===== config.mk =====
export PLATFORM = sky130hd
export DESIGN_NAME = pfba_ctrl
export DESIGN_NICKNAME = d
export VERILOG_FILES = /design/src/hdl/pfba_pkg.sv /design/src/hdl/pfba_ctrl.sv
export SDC_FILE = /design/constraint.sdc
export NUM_CORES = 1
export LEC_CHECK = 0
export ABC_AREA = 1
export BUFFER_PORTS_ARGS = -buffer_cell sky130_fd_sc_hd__buf_4
export CORE_AREA = 2 2 39 41
export CTS_BUF_LIST = sky130_fd_sc_hd__clkbuf_2 sky130_fd_sc_hd__clkbuf_4 sky130_fd_sc_hd__clkbuf_8
export CTS_CLUSTER_DIAMETER = 50
export DETAILED_ROUTE_END_ITERATION = 10
export DIE_AREA = 0 0 41 43
export PLACE_DENSITY_LB_ADDON = 0.12
export RECOVER_POWER = 50
export SLEW_MARGIN = 20
export SYNTH_ARGS = -nofsm -noshare
export SYNTH_HDL_FRONTEND = slang
export SYNTH_SLANG_ARGS = --single-unit

===== constraint.sdc =====
create_clock -name clk -period 1.3 [get_ports clk]
set_input_delay 0.26 -clock clk [delete_from_list [all_inputs] [get_ports clk]]
set_output_delay 0.26 -clock clk [all_outputs]
set_load 0.1 [all_outputs]

===== src/hdl/pfba_pkg.sv =====
// Shared types and constants for the page frame bitmap allocator.
// No dependencies; imported by the datapath, the controller and the top level.
package pfba_pkg;

  // Default geometry of the page map
  localparam int MAX_PAGES_DEF    = 4096;
  localparam int PAGE_SHIFT_DEF   = 12;

  // Fixed field widths
  localparam int RUN_W            = 13;
  localparam int ADDR_W           = 32;
  localparam int POOL_PAGES_RESET = 4096;

  // Command codes carried in the input word's tuser
  localparam logic CMD_ALLOC = 1'b0;
  localparam logic CMD_FREE  = 1'b1;

  // Register select (byte address bit 2)
  localparam logic REG_POOL_BASE  = 1'b0;
  localparam logic REG_POOL_PAGES = 1'b1;

  // Controller to datapath commands
  typedef struct packed {
    logic clr;       // clearing pass: write a zero word, advance
    logic load;      // capture the input word
    logic prep;      // set up scan or free range
    logic scan;      // first-fit search, one map word per cycle
    logic mark;      // read-modify-write of the run's words
    logic load_out;  // move the result into the output register
  } pfba_cmd_t;

  // Datapath to controller status
  typedef struct packed {
    logic clr_last;
    logic is_alloc;
    logic zero_len;
    logic free_empty;
    logic found;
    logic fail;
    logic mark_done;
  } pfba_stat_t;

endpackage


===== src/hdl/pfba_ctrl.sv =====
// Controller of the allocator: sequences clear, search, mark and result
// handoff, and owns the input/output handshakes. Depends on pfba_pkg.
module pfba_ctrl (
  input  logic                 clk,
  input  logic                 rst_n,
  input  logic                 in_tvalid,
  output logic                 in_tready,
  output logic                 out_tvalid,
  input  logic                 out_tready,
  input  pfba_pkg::pfba_stat_t stat_i,
  output pfba_pkg::pfba_cmd_t  cmd_o
);
  import pfba_pkg::*;

  localparam logic [2:0] S_CLEAR = 3'd0;
  localparam logic [2:0] S_IDLE  = 3'd1;
  localparam logic [2:0] S_PREP  = 3'd2;
  localparam logic [2:0] S_SCAN  = 3'd3;
  localparam logic [2:0] S_MARK  = 3'd4;
  localparam logic [2:0] S_DONE  = 3'd5;

  logic [2:0] state_r, state_nxt;
  logic       out_valid_r, out_valid_nxt;
  logic       out_free;

  assign out_free = !out_valid_r || out_tready;

  // Next state and commands
  always_comb begin
    state_nxt = state_r;
    cmd_o     = '0;
    in_tready = 1'b0;
    case (state_r)
      S_CLEAR: begin
        cmd_o.clr = 1'b1;
        if (stat_i.clr_last) state_nxt = S_IDLE;
      end
      S_IDLE: begin
        in_tready = 1'b1;
        if (in_tvalid) begin
          cmd_o.load = 1'b1;
          state_nxt  = S_PREP;
        end
      end
      S_PREP: begin
        cmd_o.prep = 1'b1;
        if (stat_i.is_alloc) begin
          state_nxt = stat_i.zero_len ? S_DONE : S_SCAN;
        end else begin
          state_nxt = stat_i.free_empty ? S_DONE : S_MARK;
        end
      end
      S_SCAN: begin
        cmd_o.scan = 1'b1;
        if (stat_i.found) begin
          state_nxt = S_MARK;
        end else if (stat_i.fail) begin
          state_nxt = S_DONE;
        end
      end
      S_MARK: begin
        cmd_o.mark = 1'b1;
        if (stat_i.mark_done) state_nxt = S_DONE;
      end
      S_DONE: begin
        if (out_free) begin
          cmd_o.load_out = 1'b1;
          state_nxt      = S_IDLE;
        end
      end
      default: begin
        state_nxt = S_CLEAR;
      end
    endcase
  end

  // Output register valid
  assign out_valid_nxt = cmd_o.load_out ? 1'b1 : (out_tready ? 1'b0 : out_valid_r);

  always_ff @(posedge clk) begin
    if (!rst_n) begin
      state_r     <= S_CLEAR;
      out_valid_r <= 1'b0;
    end else begin
      state_r     <= state_nxt;
      out_valid_r <= out_valid_nxt;
    end
  end

  assign out_tvalid = out_valid_r;

`ifndef SYNTHESIS
  // Finished item is handed off and the block returns to idle
  a_done_handoff: assert property (@(posedge clk) disable iff (!rst_n)
    (state_r == S_DONE && out_free) |=> (state_r == S_IDLE && out_valid_r))
    else $error("result not handed to the output register");

  // An accepted word starts processing
  a_accept_prep: assert property (@(posedge clk) disable iff (!rst_n)
    (in_tvalid && in_tready) |=> (state_r == S_PREP))
    else $error("accepted word not processed");

  // No result can exist during the clearing pass
  a_clear_quiet: assert property (@(posedge clk) disable iff (!rst_n)
    (state_r == S_CLEAR) |-> !out_valid_r)
    else $error("result pending during map clear");
`endif

endmodule


==> results of run 1 <==
## worst max path at each step
stage                                       start  slack (ps)        end
after global routing      out_tvalid$_SDFFE_PN0P_        -240   cmd_o[0]
after floorplan           state_r[2]$_SDFFE_PN0P_        -490   cmd_o[4]
after global placement    state_r[1]$_SDFFE_PN0P_         -60  in_tready
after detailed placement  state_r[1]$_SDFFE_PN0P_         -80  in_tready
after CTS                 state_r[1]$_SDFFE_PN0P_        -220   cmd_o[4]
final                     state_r[1]$_SDFFE_PN0P_        -200  in_tready
## worst max-delay path, cell delays in order, from the launching register on
cell and delay [ps]:
dfxtp_4 370, buf_6 140, nor3_4 290, buf_12 220
## kinds of logic (layout without fill, tap and decap cells)
| family | after synthesis | in the layout | synth area share [%] |
|---|---|---|---|
| AOI/OAI and AO/OA | 5 | 5 | 7.54 |
| buffers and inverters | 11 | 48 | 14.8 |
| DFF | 4 | 4 | 21.0 |
| and+or+nand+nor | 38 | 38 | 56.7 |
## metal layers
layer	global-route usage [%]	up-vias	wire, microns
met5	0	-	0
met4	6.00	0	27
met1	19.4	231	542
met3	6.28	2	54
li1	-	258	-
met2	24.4	13	760
## power groups by stage
| stage | registers [mW] | clock network (mW) | logic [mW] |
|---|---|---|---|
| 6_report | 0.277 | 0.198 | 2.19 |
| 4_1_cts | 0.256 | 0.203 | 1.87 |
| 3_5_place_dp | 0.234 | 0 | 1.52 |
| 2_1_floorplan | 0.234 | 0 | 1.23 |
| 5_1_grt | 0.282 | 0.217 | 2.29 |
| 3_3_place_gp | 0.230 | 0 | 1.51 |
## timing repair
action / in CTS / in global routing
setup buffers: 6 / 6
setup endpoints to repair: 9 / 10
gates resized for setup: 31 / 21
pin swaps: 6 / 12
## sequential cells by signal, indices dropped and copies added (netlist names)
register	flops
out_tvalid	1
state_r	3
## synthesized netlist by cell type
| cell | n |
|---|---|
| nand3_4 | 1 |
| inv_2 | 2 |
| buf_4 | 2 |
| nand2_1 | 9 |
| inv_1 | 6 |
| nor2_4 | 2 |
| o21a_1 | 1 |
| nand3_1 | 2 |
| nor2_1 | 13 |
| nand3b_1 | 1 |
| dfxtp_1 | 4 |
| nor4_2 | 1 |
| nand2_2 | 4 |
| nor2_2 | 1 |
| nor3_4 | 1 |
| nor4_1 | 1 |
| buf_6 | 1 |
| nor3_1 | 2 |
| a31oi_1 | 1 |
| a21oi_1 | 3 |
## layout make-up
type / count / share of cell area [%]
sequential: 4 / 10.5
tap: 16 / 2.21
timing repair buffer: 36 / 41.2
clock buffer: 4 / 3.31
inverter: 8 / 5.10
multi-input combinational: 43 / 37.7
==> summary.txt, run 1 <==
CTS
  • Clock tree sinks: 4
  • Reg clk slew, reported paths: 50 ps
  • Clk root buf: clkbuf_4
  • CTS buffer count: 3
  • H-tree levels: 1
  • TritonCTS clock tree: built
  • CTS Hold Bufs: 0
  • CTS max path bufs: 2
  • Clk_lat worst skew: 250 ps

Timing
  • Slack of the critical path: -204 ps
  • Final Skew: 17.3 ps
  • Slew @ Worst Pin: 295 ps
  • Final Hold Viols: 0
  • FMAX: 0.665 GHz
  • Setup TNS: -1060 ps
  • Min cycle time layout: 1500 ps
  • RSZ-0062 raised after global routing: true
  • Setup violators final: 10
  • WHS: 251 ps
  • Slew HR: 80.3%
  • Final Max Tran Viols: 0
  • Final Cycle Share: 116%

Die
  • Core box area: 1380 sq um
  • Die area: 1760 sq um
  • FP Rows: 14
  • Die Y: 43 microns
  • Die W: 41 microns
  • Boundary Pins: 19
  • Initial Util: 27.6%

Global routing
  • Vias in the first global route: 480
  • Total Routing Usage GR: 16.0%
  • Largest net degree at the start of global routing: 8
  • Initial antenna violation count: 0
  • First-pass GRT wire length: 1.89 mm
  • Total gr overflow: 0

Layout
  • Nets: 107
  • P&R area growth vs syn: 138%
  • Multi-input gate area: 342 sq um
  • Utilization after layout: 65.6%
  • Final Non-Filler Cells: 111
  • Final instance area: 907 sq um
  • Reg area: 95.1 sq um
  • N_diodes: 0
  • Most common cell after layout, fill and taps aside: buf_4
  • Layout cells sized above 1: 71.6%
  • Fillers: 123
  • Most frequent cells in the layout: 20 x buf_4, 11 x buf_6, 9 x nor2_1

Synthesis
  • Avg Synthesized Cell Area: 6.58 sq um
  • Ranking of synthesized cells by area: dfxtp_1 21%, nor2_1 13%, nand2_1 8.9%
  • Share of the synthesized area in the top cell type: 21.0%
  • Synth area leader: dfxtp_1
  • Cells after Synth: 58
  • Mapped Nets: 69
  • Synth warn: 0
  • Synth cell types: 20
  • Sequential fraction of the synthesis area: 21.0%
  • Seq cells post-synth: 4
  • Synth Cell Area: 382 sq um

Run status
  • Status: finished, violations left
  • Failing checks: negative setup slack

Pwr
  • Sequential power share: 10.4%
  • Pwr dens: 2940 nW/um^2
  • Leakage power: 0.428 nW
  • Int Pwr: 1.21 mW
  • Psw: 1.46 mW
  • Max VDD drop: 1710 uV
  • Comb pwr share: 82.2%
  • Switch share: 54.5%
  • Clock power frac: 7.4%
  • Power, Total: 2.67 mW

Route
  • Drt wl/cell: 12.5 microns
  • DRT iter0 DRCs: 3
  • Routed Antenna Nets: 0
  • Pre-antenna DRT Iters: 2
  • Vias per cell: 4.54
  • Vias: 504
  • DRC Markers: 0
  • Final wirelength: 1.38 mm

Worst setup path
  • Startpoint Class: flop
  • CP Capture Type: primary output
  • Critical Path Fanout Max: 5
  • Arrival @ worst endpoint: 1240 ps
  • R2R cell count: 8
  • Crit Path Class: flop to primary output
  • Critical path required time: 1040 ps
  • Worst r2r src: state_r[1]$_SDFFE_PN0P_
  • Worst reg2reg endpoint: state_r[2]$_SDFFE_PN0P_
  • Worst R2R Setup Slack: -60 ps

Placed design
  • DP Cell Count: 96
  • Port Buffers: 18
  • Setup WS pre-CTS: -80.7 ps
  • Detail Placement HPWL: 834 microns
  • Post-placement cell area: 606 sq um
  • GP Congestion: 0.800

Min path
  • Hold WC Path Type: input port to flop
  • Hold Path Sink: out_tvalid$_SDFFE_PN0P_
  • Hold Crit Depth: 2
  • Worst Hold Launch: rst_n

Job
  • Max-cap viol count: 0
(Power assumes the default switching activity.)
==> run 2: changes to the inputs <==
PLACE_DENSITY = 0.57   (was default)
PLACE_DENSITY_LB_ADDON = default   (was 0.12)
RECOVER_POWER = 100   (was 50)
==> run 2 against run 1 <==
  * The flow still finishes with violations (negative setup slack)
  * Worst setup slack better by 8.1 ps
  * Via count down 4.2%
  * First-iteration DRC count unchanged
  * Cell count down 2.7%
  * Combinational power down 7%
  * Critical endpoint is now cmd_o[4]
  * Sequential share of layout area up 0.46 points
  * Routed wire length down 12%
==> summary.txt, run 2 (synthesis gave the netlist of run 1 again) <==
Die
  • Initial Util: 27.6% (unchanged)
  • Die Y: 43 microns (unchanged)
  • FP Rows: 14 (unchanged)
  • Core box area: 1380 sq um (unchanged)
  • Die area: 1760 sq um (unchanged)
  • Boundary Pins: 19 (unchanged)
  • Die W: 41 microns (unchanged)

Timing
  • Slew HR: 81.7% (+1.4 points)
  • Final Cycle Share: 115% (-0.63 points)
  • Final Skew: 0.864 ps (-16.5 ps)
  • RSZ-0062 raised after global routing: true
  • Final Max Tran Viols: 0 (unchanged)
  • Slack of the critical path: -196 ps (+8.15 ps)
  • Setup violators final: 9 (-1)
  • Min cycle time layout: 1500 ps (-8.15 ps)
  • Slew @ Worst Pin: 277 ps (-17.7 ps)
  • FMAX: 0.668 GHz (+0.54%)
  • Final Hold Viols: 0 (unchanged)

Route
  • Vias per cell: 4.47 (-1.5%)
  • DRT iter0 DRCs: 3 (unchanged)
  • Vias: 483 (-4.2%)
  • Final wirelength: 1.22 mm (-12%)
  • DRC Markers: 0 (unchanged)
  • Drt wl/cell: 11.3 microns (-9.1%)
  • Pre-antenna DRT Iters: 4 (+2)
  • Routed Antenna Nets: 0 (unchanged)

CTS
  • Clk_lat worst skew: 240 ps (about the same)
  • CTS Hold Bufs: 0 (unchanged)
  • H-tree levels: 1 (unchanged)
  • CTS max path bufs: 2 (unchanged)
  • Reg clk slew, reported paths: 40 ps (about the same)
  • CTS buffer count: 3 (unchanged)
  • Clk root buf: clkbuf_4
  • Clock tree sinks: 4 (unchanged)
  • TritonCTS clock tree: built

Layout
  • Max reg flops: 3 (unchanged)
  • Most common cell after layout, fill and taps aside: buf_4
  • Layout cells sized above 1: 69.6% (-2.0 points)
  • Reg area: 92.6 sq um (-2.6%)
  • Final instance area: 846 sq um (-6.8%)
  • P&R area growth vs syn: 122%
  • Top reg by flops: state_r
  • Multi-input gate area: 312 sq um (-8.8%)
  • Most frequent cells in the layout: 18 x buf_4, 10 x buf_6, 8 x nor2_1
  • N_diodes: 0 (unchanged)
  • Fillers: 105 (-15%)
  • Nets: 104 (-2.8%)

Min path
  • Worst Hold Launch: rst_n
  • Hold Path Sink: out_tvalid$_SDFFE_PN0P_
  • Hold WC Path Type: input port to flop
  • Hold Crit Depth: 2 (unchanged)

Run status
  • Failing checks: negative setup slack
  • Status: finished, violations left

Worst setup path
  • Worst r2r src: state_r[2]$_SDFFE_PN0P_
  • Startpoint Class: flop
  • Critical path required time: 1040 ps (about the same)
  • Crit Path Class: flop to primary output
  • R2R cell count: 9 (+1)
  • Worst R2R Setup Slack: -30 ps (+30 ps)
  • Arrival @ worst endpoint: 1240 ps (about the same)
  • CP Capture Type: primary output
  • Critical Path Fanout Max: 4 (-1)
  • Worst reg2reg endpoint: state_r[2]$_SDFFE_PN0P_

Placed design
  • Detail Placement HPWL: 815 microns (-2.3%)
  • GP Congestion: 0.741 (-7.4%)
  • Port Buffers: 18 (unchanged)
  • Post-placement cell area: 628 sq um (+3.7%)

Pwr
  • Leakage power: 0.386 nW (-9.7%)
  • Power, Total: 2.51 mW (-6.1%)
  • Pwr dens: 2960 nW/um^2 (+0.67%)
  • Max VDD drop: 1810 uV (+6.1%)

Job
  • Max-cap viol count: 0 (unchanged)

Global routing
  • Vias in the first global route: 441 (-8.1%)
  • First-pass GRT wire length: 1.84 mm (-2.9%)
  • Total Routing Usage GR: 15.6% (-0.33 points)
  • Total gr overflow: 0 (unchanged)
  • Largest net degree at the start of global routing: 8 (unchanged)
  • Initial antenna violation count: 0 (unchanged)
==> run 2: changes by cell type in the layout (fill, tap and decap cells not counted), moves of 2 or more <==
| cell | change |
|---|---|
| nand2_2 | +2 |
| nand2_4 | -3 |
| nor2_2 | +3 |
| inv_4 | -2 |
| buf_4 | -2 |
| nor2_4 | -2 |
| inv_2 | +2 |
==> run 2: critical path, cell delays in order, from the launching register on <==
cell,delay (ps)
dfxtp_2,340
buf_6,140
nor4_4,260
buf_6,260
==> run 2: metal layers <==
layer	vias to the layer above	wire (microns)	global-route usage (%)
met2	4	665	22.2
met3	0	26	4.71
met1	228	532	20.5
met4	0	0	8.00
met5	-	0	0
li1	251	-	-
==> run 2: cell type report <==
cell class	instances	share of cell area [%]
Timing Repair Buffer	33	41.1
Multi-Input combinational cell	43	36.8
Sequential cell	4	10.9
Tap cell	16	2.37
Inverter	8	5.18
Clock buffer	4	3.55
==> run 2: where the power goes <==
group,internal [mW],leakage [nW],total (mW),switching (mW)
logic,0.804,0.332,2.04,1.24
registers,0.187,0.0353,0.269,0.0824
clock network,0.136,0.0184,0.195,0.0582
==> run 2: worst max path at each step <==
| stage | slack, ps | cells after the start | start | end |
|---|---|---|---|---|
| after floorplan | -490 | 2 | state_r[2]$_SDFFE_PN0P_ | cmd_o[4] |
| after global placement | -40 | 5 | state_r[1]$_SDFFE_PN0P_ | cmd_o[3] |
| after detailed placement | -40 | 5 | state_r[1]$_SDFFE_PN0P_ | cmd_o[3] |
| after CTS | -190 | 4 | out_tvalid$_SDFFE_PN0P_ | cmd_o[0] |
| after global routing | -240 | 3 | state_r[1]$_SDFFE_PN0P_ | cmd_o[4] |
| final | -200 | 3 | state_r[1]$_SDFFE_PN0P_ | cmd_o[4] |
==> run 2: what timing repair did <==
item | 4_1_cts | 5_1_grt
endpoints found under the setup margin | 9 | 10
gates resized for setup | 37 | 6
pin swaps | 12 | 5
endpoints found under the hold margin | 0 | 0
cloned | 0 | 0
setup buffers | 6 | 1
==> run 2: through the flow <==
stage          TNS, ps  worst slack (ps)  hold slack (ps)  utilization (%)  instances
2_1_floorplan    -2420              -491              373                -         58
3_3_place_gp      -112             -37.3              502             45.4         99
3_5_place_dp      -152             -40.2              507             45.4         99
4_1_cts           -914              -194              262             59.8        108
5_1_grt          -1370              -238              256             61.1        108
6_report          -966              -196              258             61.1        108
==> run 3: changes to the inputs <==
CORE_AREA = 3 3 40 42   (was 2 2 39 41)
DIE_AREA = 0 0 43 45   (was 0 0 41 43)
==> run 3 against run 2 <==
  * Worst hold slack improved by 2.9 ps
  * Non-clock buffer count fell by 2
  * Critical endpoint is now cmd_o[0]
  * Power barely moved
  * Clock-buffer cell count did not move
  * Cell area fell by 2.4%
  * Utilization rose by 3.1 points
  * Fmax rose by 0.31%
  * The run still ends with negative setup slack left
  * Sequential cell count did not move
  * Routed wire length rose by 3.7%
  * Worst setup slack improved by 4.7 ps
==> summary.txt, run 3 (synthesis gave the netlist of run 1 again) <==
Run status
  • Status: finished, violations left
  • Failing checks: negative setup slack

CTS
  • H-tree levels: 1 (unchanged)
  • Clk_lat worst skew: 240 ps (about the same)
  • Clk root buf: clkbuf_4
  • TritonCTS clock tree: built
  • CTS buffer count: 3 (unchanged)
  • CTS Hold Bufs: 0 (unchanged)
  • Clock tree sinks: 4 (unchanged)
  • Reg clk slew, reported paths: 40 ps (about the same)
  • CTS max path bufs: 2 (unchanged)

Job
  • Max-cap viol count: 0 (unchanged)

Die
  • Die W: 43 microns (+4.9%)
  • Initial Util: 29.7% (+2.1 points)
  • FP Rows: 13 (-1)
  • Die Y: 45 microns (+4.7%)
  • Core box area: 1280 sq um (-7.1%)
  • Die area: 1940 sq um (+9.8%)
  • Boundary Pins: 19 (unchanged)

Layout
  • N_diodes: 0 (unchanged)
  • Nets: 102 (-1.9%)
  • Most frequent cells in the layout: 17 x buf_4, 10 x nor2_1, 9 x buf_6
  • Max reg flops: 3 (unchanged)
  • Most common cell after layout, fill and taps aside: buf_4
  • Top reg by flops: state_r
  • Layout cells sized above 1: 67.8% (-1.8 points)
  • P&R area growth vs syn: 116%

Worst setup path
  • Worst reg2reg endpoint: state_r[0]$_SDFFE_PN0P_
  • Delay of the slowest critical-path stage: 360 ps (+20 ps)
  • Worst path cell trace: inv_2 > nor4_4 > buf_6
  • Critical path required time: 1040 ps (about the same)
  • Crit Path Class: flop to primary output
  • Worst R2R Setup Slack: -10 ps (+20 ps)
  • R2R cell count: 11 (+2)
  • Critical Path Fanout Max: 3 (-1)
  • Worst r2r src: state_r[1]$_SDFFE_PN0P_
  • Startpoint Class: flop
  • CP max stage cell: dfxtp_2
  • CP Capture Type: primary output
  • Arrival @ worst endpoint: 1230 ps (about the same)

Route
  • Met3 wire length: 62 microns (+140%)
  • Pre-antenna DRT Iters: 4 (unchanged)
  • DRC Markers: 0 (unchanged)
  • DRT iter0 DRCs: 9 (+6)
  • Drt wl/cell: 12.1 microns (+6.6%)
  • Final wirelength: 1.27 mm (+3.7%)
  • Vias per cell: 4.61 (+3.1%)
  • Metal-1 WL: 508 microns (-4.5%)
  • Vias: 484 (+0.21%)
  • Routed Antenna Nets: 0 (unchanged)
  • Highest metal used: met4
  • Met2 wire length: 666 microns (+0.15%)

Timing
  • Slack of the critical path: -191 ps (+4.67 ps)
  • Final Cycle Share: 115% (-0.36 points)
  • FMAX: 0.670 GHz (+0.31%)
  • Final Skew: 1.19 ps (+0.327 ps)
  • Setup TNS: -1010 ps (-44.1 ps)
  • Slew @ Worst Pin: 308 ps (+30.8 ps)
  • Slew HR: 79.4% (-2.3 points)
  • Final Max Tran Viols: 0 (unchanged)
  • Min cycle time layout: 1490 ps (-4.67 ps)
  • Setup violators final: 9 (unchanged)
  • RSZ-0062 raised after global routing: true
  • Final Hold Viols: 0 (unchanged)

Min path
  • Hold WC Path Type: input port to flop
  • Worst Hold Launch: rst_n
  • Hold Path Sink: out_tvalid$_SDFFE_PN0P_
  • Hold Crit Depth: 2 (unchanged)

Pwr
  • Pwr dens: 3030 nW/um^2 (+2.3%)
  • Leakage power: 0.386 nW (about the same)
  • Max VDD drop: 2040 uV (+13%)

Placed design
  • Setup WS pre-CTS: -67.9 ps (-27.8 ps)
  • Detail Placement HPWL: 858 microns (+5.2%)
  • GP Congestion: 0.712 (-3.9%)
  • Port Buffers: 18 (unchanged)

Global routing
  • Total gr overflow: 0 (unchanged)
  • Vias in the first global route: 494 (+12%)
  • Initial antenna violation count: 0 (unchanged)
  • Total Routing Usage GR: 14.1% (-1.6 points)
  • Largest net degree at the start of global routing: 8 (unchanged)
  • First-pass GRT wire length: 2.02 mm (+10%)
==> run 3: stage by stage <==
step           util, %  total power [mW]  cell area, sq um  std cells  hold slack (ps)
2_1_floorplan        -              1.46               432         58              373
3_3_place_gp      48.2              1.78               619         97              502
3_5_place_dp      48.2              1.78               619         97              506
4_1_cts           60.7              2.38               779        105              261
5_1_grt           64.3              2.63               826        105              267
6_report          64.3              2.50               826        105              261
==> run 3: where the power goes <==
group          internal, mW  switching, mW
clock                 0.136         0.0577
combinational         0.797           1.27
sequential            0.185         0.0572
==> run 3: per-layer routing <==
layer	vias up	track usage, %
met5	-	0
met4	0	7.23
met3	4	4.78
met2	18	26.9
met1	217	13.3
li1	245	-
==> run 3: final cells by class <==
class	instances	area [sq um]
fill	108	459
timing repair buffer	31	329
multi-input combinational	43	322
sequential	4	90.1
inverter	8	36.3
clock buffer	4	30.0
tap	15	18.8
==> run 3: how the worst max path moves through the flow <==
stage,slack (ps),from,endpoint,cells past startpoint
finish,-190,state_r[2]$_SDFFE_PN0P_,cmd_o[0],3
global route,-230,state_r[2]$_SDFFE_PN0P_,cmd_o[0],3
CTS,-210,state_r[1]$_SDFFE_PN0P_,cmd_o[4],3
detailed placement,-70,state_r[1]$_SDFFE_PN0P_,cmd_o[3],5
global placement,-60,state_r[1]$_SDFFE_PN0P_,cmd_o[3],5
floorplan,-490,state_r[2]$_SDFFE_PN0P_,cmd_o[4],2
==> run 3: worst max-delay path, delay by kind of cell, from the launching register on <==
kind | cells | cell delay (ps)
flip-flops | 1 | 360
buffers and inverters | 2 | 340
AND/OR/NAND/NOR | 1 | 290
==> run 3: what timing repair did <==
item,in CTS,in global routing
pin swaps,8,6
resized for setup,26,12
buffers inserted,4,0
endpoints found under the setup margin,9,10
